$ cat config.mk
export PLATFORM = sky130hd
export DESIGN_NAME = rtc_fields_to_epoch_top
export DESIGN_NICKNAME = d
export VERILOG_FILES = /design/src/design/rfte_pkg.sv /design/src/design/rtc_fields_to_epoch_top.sv
export SDC_FILE = /design/constraint.sdc
export NUM_CORES = 1
export LEC_CHECK = 0
export BUFFER_PORTS_ARGS = -buffer_cell sky130_fd_sc_hd__buf_4
export CORE_MARGIN = 10
export CORE_UTILIZATION = 30
export DETAILED_ROUTE_END_ITERATION = 10
export MAX_ROUTING_LAYER = met4
export PLACE_DENSITY = 0.47
export SYNTH_ARGS = -nofsm -noshare
export SYNTH_HDL_FRONTEND = slang
export SYNTH_SLANG_ARGS = --single-unit
$ cat constraint.sdc
create_clock -name clk -period 16.3 [get_ports clk]
set_input_delay 4.075 -clock clk [delete_from_list [all_inputs] [get_ports clk]]
set_output_delay 4.075 -clock clk [all_outputs]
set_load 0.05 [all_outputs]
$ cat src/design/rfte_pkg.sv
// rfte_pkg: constants and small decode functions for the RTC-to-epoch converter.
// Depends on nothing; used by rtc_fields_to_epoch_top.
`default_nettype none
package rfte_pkg;

    localparam int unsigned EPOCH_W = 39;
    localparam int unsigned CFG_IDX_W = 1;

    // Register indexes on the configuration port.
    localparam logic [CFG_IDX_W-1:0] REG_BCD_MODE     = 1'd0;
    localparam logic [CFG_IDX_W-1:0] REG_HOUR_24_MODE = 1'd1;

    localparam logic [7:0] PM_MASK       = 8'h80;
    localparam logic [7:0] YEARS_PER_CEN = 8'd100;
    localparam logic [4:0] NOON_HOUR     = 5'd12;

    // 719468 (0000-03-01 to epoch) plus one 400-year era for the +400 year bias.
    localparam logic [23:0] DAYS_OFFSET  = 24'd865565;
    localparam logic [16:0] SECS_PER_DAY = 17'd86400;
    localparam logic [15:0] DAYS_PER_CEN = 16'd36524;
    localparam logic [8:0]  DAYS_PER_YR  = 9'd365;

    // BCD or binary decode of one byte; bcd result is at most 165.
    function automatic logic [7:0] byte_decode(input logic [7:0] b, input logic bcd);
        logic [7:0] tens;
        begin
            tens = 8'({4'd0, b[7:4]} * 8'd10);
            byte_decode = bcd ? 8'(tens + {4'd0, b[3:0]}) : b;
        end
    endfunction

    function automatic logic bcd_digits_ok(input logic [7:0] b);
        bcd_digits_ok = (b[3:0] <= 4'd9) && (b[7:4] <= 4'd9);
    endfunction

    // Day of a March-based year at which each month starts, month 1..12.
    function automatic logic [8:0] month_start(input logic [3:0] m);
        case (m)
            4'd1:    month_start = 9'd306;
            4'd2:    month_start = 9'd337;
            4'd3:    month_start = 9'd0;
            4'd4:    month_start = 9'd31;
            4'd5:    month_start = 9'd61;
            4'd6:    month_start = 9'd92;
            4'd7:    month_start = 9'd122;
            4'd8:    month_start = 9'd153;
            4'd9:    month_start = 9'd184;
            4'd10:   month_start = 9'd214;
            4'd11:   month_start = 9'd245;
            4'd12:   month_start = 9'd275;
            default: month_start = 9'd0;
        endcase
    endfunction

    function automatic logic [4:0] month_len(input logic [3:0] m, input logic leap);
        case (m)
            4'd2:    month_len = leap ? 5'd29 : 5'd28;
            4'd4,
            4'd6,
            4'd9,
            4'd11:   month_len = 5'd30;
            default: month_len = 5'd31;
        endcase
    endfunction

endpackage
`default_nettype wire

$ cat src/design/rtc_fields_to_epoch_top.sv
// rtc_fields_to_epoch_top: raw RTC byte snapshot to Unix epoch seconds, 5-stage pipeline.
// Depends on rfte_pkg (design/rfte_pkg.sv).
//
//  channel   | handshake               | payload
//  ----------+-------------------------+--------------------------------------------
//  snapshot  | start (busy always low) | seconds_raw .. century_raw, 8 bits each
//  result    | done, one-cycle strobe  | epoch_seconds (39b signed), fields_valid
//  config    | cfg_wr_en               | cfg_index (0 bcd_mode, 1 hour_24_mode), cfg_data
//
// Timing: one transaction per clock; done is the output of the last stage register.
// Stages: byte decode, range check and calendar split, day count, days*86400
// multiply, final add. The 24x17 multiply in stage 4 is the deepest path.
// Reset (rst_n low, async) clears the pipeline valid bits and sets bcd_mode=1,
// hour_24_mode=0. The receiver cannot stall, so the pipeline never stops.
// An out-of-range snapshot returns fields_valid=0 and epoch_seconds=0.
`default_nettype none
module rtc_fields_to_epoch_top (
    input  wire  logic                                  clk,
    input  wire  logic                                  rst_n,
    input  wire  logic                                  start,
    output logic                                        busy,
    input  wire  logic [7:0]                            seconds_raw,
    input  wire  logic [7:0]                            minutes_raw,
    input  wire  logic [7:0]                            hours_raw,
    input  wire  logic [7:0]                            day_raw,
    input  wire  logic [7:0]                            month_raw,
    input  wire  logic [7:0]                            year_raw,
    input  wire  logic [7:0]                            century_raw,
    output logic                                        done,
    output logic signed [rfte_pkg::EPOCH_W-1:0]         epoch_seconds,
    output logic                                        fields_valid,
    input  wire  logic                                  cfg_wr_en,
    input  wire  logic [rfte_pkg::CFG_IDX_W-1:0]        cfg_index,
    input  wire  logic                                  cfg_data
);

    // ---------------- configuration registers ----------------
    logic bcd_mode_reg;
    logic hour_24_mode_reg;

    always_ff @(posedge clk or negedge rst_n)
    begin
        if (!rst_n)
        begin
            bcd_mode_reg     <= 1'b1;
            hour_24_mode_reg <= 1'b0;
        end
        else if (cfg_wr_en)
        begin
            case (cfg_index)
                rfte_pkg::REG_BCD_MODE:     bcd_mode_reg     <= cfg_data;
                rfte_pkg::REG_HOUR_24_MODE: hour_24_mode_reg <= cfg_data;
                default: ;
            endcase
        end
    end

    // No stall anywhere: a snapshot is taken every cycle.
    assign busy = 1'b0;

    // ---------------- stage 1: byte decode ----------------
    logic       v1_reg;
    logic [7:0] sec1_reg, min1_reg, hour1_reg, day1_reg, mon1_reg, yr1_reg, cen1_reg;
    logic       pm1_reg, bcd_ok1_reg;
    logic [7:0] hour_strip;
    logic       bcd_ok_next;

    assign hour_strip  = hours_raw & ~rfte_pkg::PM_MASK;
    assign bcd_ok_next = !bcd_mode_reg ||
                         (rfte_pkg::bcd_digits_ok(seconds_raw) &&
                          rfte_pkg::bcd_digits_ok(minutes_raw) &&
                          rfte_pkg::bcd_digits_ok(hour_strip)  &&
                          rfte_pkg::bcd_digits_ok(day_raw)     &&
                          rfte_pkg::bcd_digits_ok(month_raw)   &&
                          rfte_pkg::bcd_digits_ok(year_raw)    &&
                          rfte_pkg::bcd_digits_ok(century_raw));

    always_ff @(posedge clk or negedge rst_n)
    begin
        if (!rst_n)
            v1_reg <= 1'b0;
        else
            v1_reg <= start && !busy;
    end

    always_ff @(posedge clk)
    begin
        sec1_reg    <= rfte_pkg::byte_decode(seconds_raw, bcd_mode_reg);
        min1_reg    <= rfte_pkg::byte_decode(minutes_raw, bcd_mode_reg);
        hour1_reg   <= rfte_pkg::byte_decode(hour_strip, bcd_mode_reg);
        day1_reg    <= rfte_pkg::byte_decode(day_raw, bcd_mode_reg);
        mon1_reg    <= rfte_pkg::byte_decode(month_raw, bcd_mode_reg);
        yr1_reg     <= rfte_pkg::byte_decode(year_raw, bcd_mode_reg);
        cen1_reg    <= rfte_pkg::byte_decode(century_raw, bcd_mode_reg);
        pm1_reg     <= (hours_raw & rfte_pkg::PM_MASK) != 8'd0;
        bcd_ok1_reg <= bcd_ok_next;
    end

    // ---------------- stage 2: range checks, hour fix, calendar split ----------------
    // Year biased by +400 and shifted to a March start: ys = 100*C + Y, Y in 0..99.
    logic       v2_reg, ok2_reg;
    logic [5:0] sec2_reg, min2_reg;
    logic [4:0] hour2_reg;
    logic [6:0] c2_reg, y2_reg;
    logic [8:0] doy2_reg;

    logic       leap, range_ok, hour_ok, mon_ok, day_ok, jan_feb;
    logic [4:0] hour_next;
    logic [6:0] c_next, y_next;

    always_comb
    begin
        // year % 4/100/400 from the split: 100 is a multiple of 4.
        leap = ((yr1_reg[1:0] == 2'd0) && (yr1_reg != 8'd0)) ||
               ((yr1_reg == 8'd0) && (cen1_reg[1:0] == 2'd0));
        range_ok = (sec1_reg <= 8'd59) && (min1_reg <= 8'd59) &&
                   (yr1_reg < rfte_pkg::YEARS_PER_CEN) &&
                   (cen1_reg < rfte_pkg::YEARS_PER_CEN);
        mon_ok = (mon1_reg >= 8'd1) && (mon1_reg <= 8'd12);
        day_ok = (day1_reg >= 8'd1) &&
                 (day1_reg <= {3'd0, rfte_pkg::month_len(mon1_reg[3:0], leap)});

        hour_next = hour1_reg[4:0];
        if (hour_24_mode_reg)
            hour_ok = hour1_reg <= 8'd23;
        else
        begin
            hour_ok = (hour1_reg >= 8'd1) && (hour1_reg <= 8'd12);
            if (hour1_reg[4:0] == rfte_pkg::NOON_HOUR)
                hour_next = pm1_reg ? rfte_pkg::NOON_HOUR : 5'd0;
            else if (pm1_reg)
                hour_next = 5'(hour1_reg[4:0] + rfte_pkg::NOON_HOUR);
        end

        // January and February count with the previous year.
        jan_feb = mon1_reg <= 8'd2;
        if (jan_feb && (yr1_reg == 8'd0))
        begin
            c_next = 7'(cen1_reg + 8'd3);
            y_next = 7'd99;
        end
        else
        begin
            c_next = 7'(cen1_reg + 8'd4);
            y_next = 7'(yr1_reg - {7'd0, jan_feb});
        end
    end

    always_ff @(posedge clk or negedge rst_n)
    begin
        if (!rst_n)
            v2_reg <= 1'b0;
        else
            v2_reg <= v1_reg;
    end

    always_ff @(posedge clk)
    begin
        ok2_reg   <= bcd_ok1_reg && range_ok && hour_ok && mon_ok && day_ok;
        sec2_reg  <= sec1_reg[5:0];
        min2_reg  <= min1_reg[5:0];
        hour2_reg <= hour_next;
        c2_reg    <= c_next;
        y2_reg    <= y_next;
        doy2_reg  <= 9'(rfte_pkg::month_start(mon1_reg[3:0]) + {1'b0, day1_reg} - 9'd1);
    end

    // ---------------- stage 3: day count and second of day ----------------
    // days = 36524*C + 365*Y + Y/4 + C/4 + doy - offset
    logic               v3_reg, ok3_reg;
    logic signed [23:0] days3_reg;
    logic [16:0]        sod3_reg;
    logic [22:0]        days_pos;

    assign days_pos = 23'({7'd0, rfte_pkg::DAYS_PER_CEN} * {16'd0, c2_reg})
                    + 23'({7'd0, rfte_pkg::DAYS_PER_YR} * {9'd0, y2_reg})
                    + 23'(y2_reg[6:2]) + 23'(c2_reg[6:2]) + 23'(doy2_reg);

    always_ff @(posedge clk or negedge rst_n)
    begin
        if (!rst_n)
            v3_reg <= 1'b0;
        else
            v3_reg <= v2_reg;
    end

    always_ff @(posedge clk)
    begin
        ok3_reg   <= ok2_reg;
        days3_reg <= signed'({1'b0, days_pos} - rfte_pkg::DAYS_OFFSET);
        sod3_reg  <= 17'({12'd0, hour2_reg} * 17'd3600) + 17'({11'd0, min2_reg} * 17'd60)
                   + {11'd0, sec2_reg};
    end

    // ---------------- stage 4: days * 86400 ----------------
    logic               v4_reg, ok4_reg;
    logic signed [40:0] prod4_reg;
    logic [16:0]        sod4_reg;

    always_ff @(posedge clk or negedge rst_n)
    begin
        if (!rst_n)
            v4_reg <= 1'b0;
        else
            v4_reg <= v3_reg;
    end

    always_ff @(posedge clk)
    begin
        ok4_reg   <= ok3_reg;
        prod4_reg <= 41'(days3_reg) * 41'(signed'({1'b0, rfte_pkg::SECS_PER_DAY}));
        sod4_reg  <= sod3_reg;
    end

    // ---------------- stage 5: final add, output register ----------------
    logic                               done_reg, fields_valid_reg;
    logic signed [rfte_pkg::EPOCH_W-1:0] epoch_reg;
    logic [40:0]                        sum5;

    assign sum5 = prod4_reg + 41'({24'd0, sod4_reg});

    always_ff @(posedge clk or negedge rst_n)
    begin
        if (!rst_n)
            done_reg <= 1'b0;
        else
            done_reg <= v4_reg;
    end

    always_ff @(posedge clk)
    begin
        fields_valid_reg <= ok4_reg;
        epoch_reg        <= ok4_reg ? signed'(sum5[rfte_pkg::EPOCH_W-1:0]) : '0;
    end

    assign done          = done_reg;
    assign fields_valid  = fields_valid_reg;
    assign epoch_seconds = epoch_reg;

    // ---------------- assertions ----------------
    a_latency: assert property (@(posedge clk) disable iff (!rst_n)
        start |-> ##5 done) else $error("result strobe missing 5 cycles after start");

    a_no_spurious: assert property (@(posedge clk) disable iff (!rst_n)
        done |-> $past(start, 5)) else $error("result strobe without a transaction");

    a_invalid_zero: assert property (@(posedge clk) disable iff (!rst_n)
        done && !fields_valid |-> epoch_seconds == '0)
        else $error("invalid snapshot with nonzero epoch");

    a_valid_needs_ok: assert property (@(posedge clk) disable iff (!rst_n)
        done && fields_valid |-> $past(ok2_reg, 3))
        else $error("valid flag lost track of range check");

endmodule
`default_nettype wire
# After elaboration in Yosys (flattened, before gate mapping)
# Memory sizes are Yosys's and may differ from the RTL's. A register that Yosys moved wholly into a read port is not among the register bits.
# Index checks and enable logic that the tools add are counted.
# op_classes
n_addsub,21
n_mul,12
n_lt_le_gt_ge,26
n_eq_ne,6
n_mux,15
bitwise,1
reduce_logical,36
# ops
op,n
$le 4x4->1 const B,13
$add 8x4->8,6
$mux 8,6
$add 23x5->23,2
$mul 4x3->7 const B,6
$add 39x17->39,1
$mul 24x11->32 const B,1
$logic_and 1x1->1,26
$ge 8x1->1 const B,3
$sub 23x20->24 const B,1
$add 23x16->23,1
$add 23x9->23,1
$mul 14x7->21 const A,1
$add 17x12->17,1
$add 17x6->17,1
$le 8x4->1 const B,2
$le 8x6->1 const B,2
$lt 8x7->1 const B,2
$mul 9x7->16 const A,1
$mux 5,3
$mux 7,2
$mul 5x8->13 const B,1
$mul 6x4->10 const B,1
$add 9x8->9,1
other kinds (26),32
# word_totals
register_bits,238
mem_bits_ro,144
in_bits,62
output_inout_bits,42
wordCells,150
mem_count,1
# memory_table
name,words,width,read_ports,rd_ports_with_merged_regs,wr,line_no,rtl
(no name shown),16,9,1,1,0,rfte_pkg.sv:38,case (m)

# Depth between registers and ports, before layout
# depth
word_depth,9
mapped_depth,29
mapped_depth_nobuf,29

# Worst setup path after synthesis
# Ideal clock, no wire load.
# synth_timing
kind,register to register
start,register c2_reg[5]
end,register days3_reg[22]
setup_time_ns,0.121
arrival_ns,7.515
required_ns,16.179
slack_ns,8.664
stages_incl_launch_ff,29
synth_period_minus_slack_ns,7.636
cell_sequence,dfxtp_1 ha_1 ha_1 inv_1 fa_1 inv_1 fa_1 ha_1 inv_1 o21bai_1 xor2_1 fa_1 inv_1 fa_1 fa_1 inv_1 fa_1 ha_1 ha_1 nand4_1 nor4_1 nor3_1 xnor2_1 o22a_1 a311o_1 a21oi_2 nor4bb_4 mux2i_1 nor3_1
# synth_between
elab_chain_len,6
# synth_lines
element,line_no,rtl
"start, declared",rtc_fields_to_epoch_top.sv:104,"logic [6:0] c2_reg, y2_reg;"
"start signal, assigned",rtc_fields_to_epoch_top.sv:163,c2_reg <= c_next;
$mul 14x7->21,rtc_fields_to_epoch_top.sv:175,"assign days_pos = 23'({7'd0, rfte_pkg::DAYS_PER_CEN} * {16'd0, c2_reg})"
$add 23x16->23,rtc_fields_to_epoch_top.sv:176,"+ 23'({7'd0, rfte_pkg::DAYS_PER_YR} * {9'd0, y2_reg})"
$add 23x5->23,rtc_fields_to_epoch_top.sv:177,+ 23'(y2_reg[6:2]) + 23'(c2_reg[6:2]) + 23'(doy2_reg);
$add 23x5->23 (*),rtc_fields_to_epoch_top.sv:177,
$add 23x9->23 (*),rtc_fields_to_epoch_top.sv:177,
$sub 23x20->24 (*),rtc_fields_to_epoch_top.sv:190,"days3_reg <= signed'({1'b0, days_pos} - rfte_pkg::DAYS_OFFSET);"
"end signal, assigned",rtc_fields_to_epoch_top.sv:190,
"end, declared",rtc_fields_to_epoch_top.sv:171,logic signed [23:0] days3_reg;
# Mark *: on every way between the ends. The rest lies on a longest branch, timed or not.
# A chain may end at the register's enable or synchronous reset.

# Worst setup path after layout
# Ends and elaborated chain as after synthesis.

==> run_results.csv <==
group,metric,value,unit
run_status,outcome,"finished clean",
yosys,synth_top_flop_cell,"sky130_fd_sc_hd__dfxtp_1",
sta,clock.fmax,0.120,GHz
detailed_routing,drtIter0Drc,388,
sta,grt_setup_unrepaired,"false",
layout,area_delta_synth_final,14.1,%
layout,fillerInstances,6916,
yosys,synth-warning-count,0,
job,max-cap-violations,0,
worst_hold_path,min_path_cells,0,
placement,dp_hpwl,34600,µm
sta,worstMarginPinSlew,0.937,ns
sta,worst_clock_skew,0.0181,ns
placement,portBuffers,102,
placement,dp_slack,8.04,ns
clock_tree,post_cts_hold_buffers,0,
sta,min_period,8.31,ns
sta,post-route-period-util,51.0,%
global_routing,grt.met3_usage,1.65,%
global_routing,globalRouteMet2Util,18.1,%
die,core.rowCount,95,
die,count_of_boundary_i_o_pins,104,
layout,net_count_final,2755,
global_routing,grt_antenna_before_repair,2,
worst_setup_path,cpPeakStageDelay,0.59,ns
worst_setup_path,crit_path_frequent_cell,"sky130_fd_sc_hd__fa_1",
worst_setup_path,reg2regPathDepth,28,
yosys,postSynth.asyncResetShare,2.83,%
detailed_routing,viasPerCell,4.43,
layout,drive_above_1_share,9.71,%
global_routing,globalRouteOverflowTotal,0,
clock_tree,cts_setup_buffers,0,
worst_setup_path,worst-path-max-fanout,8,
yosys,synth_mux_area_share,2.26,%
sta,worst_slew_margin_rel,36.7,%
yosys,synthDistinctLibCells,81,
clock_tree,cts_tree,"built",
die,floorplan.die.height,280,µm
sta,setup_total_negative_slack,0,ns
worst_setup_path,cp_data_arrival_time,8.76,ns
worst_setup_path,crit_path_top_delay_cell,"sky130_fd_sc_hd__dfxtp_1",
global_routing,met1_routing_resource_usage_after_global_routing,13.8,%
placement,detailed_place.area,22000,µm²
clock_tree,numClockSinks,247,
clock_tree,ctsLongestPathBuffers,3,
placement,routability_congestion_estimate_from_global_placement,0.837,
clock_tree,tritoncts.num_buffers,30,
die,design.die.area,78300,µm²
detailed_routing,routed_wire_length_per_instance,13.2,µm
sta,setup_ws,7.99,ns
yosys,synth_enable_flop_cells,0,
die,placeableCoreArea,67000,µm²
global_routing,grt.busiest_layer,"met2",
layout,antennaDiodeCount,0,
clock_tree,total_number_of_h_tree_levels,1,
layout,layout_common_cells,"372 x sky130_fd_sc_hd__inv_1, 359 x sky130_fd_sc_hd__ha_1, 240 x sky130_fd_sc_hd__dfxtp_1",
yosys,synth_compound_gate_area_share,10.9,%
sta,final-setup-viol-count,0,
layout,final_area,23100,µm²
worst_setup_path,timing.critical_path.to_type,"flop",
yosys,syn_area_per_cell,9.80,µm²
worst_setup_path,timing.critical_path.required,16.75,ns
yosys,synth_fp_nets,2640,
layout,max_reg_flops,39,
clock_tree,clk-insertion-delay-late,0.58,ns
global_routing,grt_pass1_wl,70200,µm
detailed_routing,postRouteAntennaNets,0,
yosys,synthXorXnorAreaFrac,7.95,%
detailed_routing,vias,13600,
layout,mostFrequentLayoutCell,"sky130_fd_sc_hd__inv_1",
die,fp.dieW,280,µm
yosys,synth_top_family_by_area,"adder cells",
yosys,synth_sequential_area_ratio,24.6,%
detailed_routing,route.detailed.drc,0,
yosys,ffs_latches_synth,247,
clock_tree,root_buf_cell,"sky130_fd_sc_hd__clkbuf_16",
detailed_routing,total_iterations_of_the_first_detailed_routing_run,5,
worst_setup_path,path_class,"flop to flop",
die,initial_utilization,30.2,%
worst_setup_path,crit_path_start_kind,"flop",
sta,finalMaxSlewViolations,0,
worst_hold_path,timing.hold.worst.class,"flop to flop",
detailed_routing,finalWirelength,40600,µm
yosys,synthCells,2066,
global_routing,first_global_vias,14200,
clock_tree,clkSlewWorstSetupHoldPaths,0.06,ns
global_routing,grt_max_degree,73,
sta,hold_ws,0.324,ns
clock_tree,post_cts_resized,0,
yosys,synthSimpleGateAreaFrac,9.58,%
sta,finalHoldViolCount,0,
global_routing,grt.total_usage,10.9,%
yosys,synth_adder_area_share,37.3,%
yosys,post_synth_instance_area,20200,µm²
-- metal layers --
| layer | part of all wire [%] | vias up |
|---|---|---|
| met3 | 3.3 | 50 |
| met1 | 48 | 6235 |
| met5 | 0 | - |
| met2 | 47 | 176 |
| li1 | - | 7162 |
| met4 | 2.0 | 0 |
-- critical path, delay by kind of cell (launching register included) --
kind / cells / cell delay [ns]
AOI/OAI and AO/OA: 4 / 0.86
adders and majority gates: 11 / 4.44
buffers and inverters: 5 / 0.30
and+or+nand+nor: 5 / 1.19
xor gates and xnor gates: 2 / 0.56
DFF: 1 / 0.59
muxes: 1 / 0.23
-- logic make-up after synthesis --
| kind of cell | after synthesis |
|---|---|
| AOI/OAI and AO/OA | 332 |
| other | 1 |
| DFF | 247 |
| and+or+nand+nor | 354 |
| muxes | 42 |
| xor gates and xnor gates | 182 |
| buffers and inverters | 396 |
| adders and majority gates | 512 |
-- worst paths after layout --
check / from / end / slack (ns)
max in group asynchronous: rst_n / bcd_mode_reg / 12.79
worst max-delay path: c2_reg[5] / days3_reg[22] / 7.99
worst max register to register: c2_reg[5] / days3_reg[22] / 7.99
worst min register to register: sec2_reg[0] / sod3_reg[0] / 0.32
worst min-delay path: sec2_reg[0] / sod3_reg[0] / 0.32
min in group asynchronous: rst_n / hour_24_mode_reg / 3.30
-- metrics by stage --
step | utilization [%] | instances
after floorplan | - | 2066
after global placement | 32.9 | 3022
after detailed placement | 32.9 | 3022
after CTS | 34.5 | 3077
after global routing | 34.5 | 3077
final | 34.5 | 3077
-- Yosys cell counts, types with 16 or more instances --
| cell type | instances | area share [%] |
|---|---|---|
| sky130_fd_sc_hd__a21o_1 | 40 | 1.5 |
| sky130_fd_sc_hd__a21oi_1 | 101 | 2.5 |
| sky130_fd_sc_hd__and2_1 | 37 | 1.1 |
| sky130_fd_sc_hd__and3_1 | 18 | 0.56 |
| sky130_fd_sc_hd__clkbuf_1 | 20 | 0.37 |
| sky130_fd_sc_hd__dfxtp_1 | 240 | 24 |
| sky130_fd_sc_hd__fa_1 | 153 | 15 |
| sky130_fd_sc_hd__ha_1 | 359 | 22 |
| sky130_fd_sc_hd__inv_1 | 372 | 6.9 |
| sky130_fd_sc_hd__mux2_2 | 29 | 1.6 |
| sky130_fd_sc_hd__nand2_1 | 64 | 1.2 |
| sky130_fd_sc_hd__nand3_1 | 33 | 0.82 |
| sky130_fd_sc_hd__nor2_1 | 67 | 1.2 |
| sky130_fd_sc_hd__nor2b_1 | 16 | 0.49 |
| sky130_fd_sc_hd__nor3_1 | 18 | 0.45 |
| sky130_fd_sc_hd__o21ai_0 | 62 | 1.5 |
| sky130_fd_sc_hd__o21bai_1 | 21 | 0.78 |
| sky130_fd_sc_hd__xnor2_1 | 128 | 5.5 |
| sky130_fd_sc_hd__xor2_1 | 52 | 2.2 |
-- cell type report --
type | instances | area (µm²) | area share [%]
Sequential cell | 247 | 4980 | 21.6
Tap cell | 873 | 1090 | 4.73
Timing Repair Buffer | 105 | 788 | 3.41
Multi-Input combinational cell | 1423 | 13800 | 59.7
Inverter | 374 | 1400 | 6.08
Clock buffer | 37 | 827 | 3.58
Clock inverter | 18 | 225 | 0.975
Power is not shown: default switching activity piles up to over one toggle a cycle in this logic, so the estimate is an artifact.
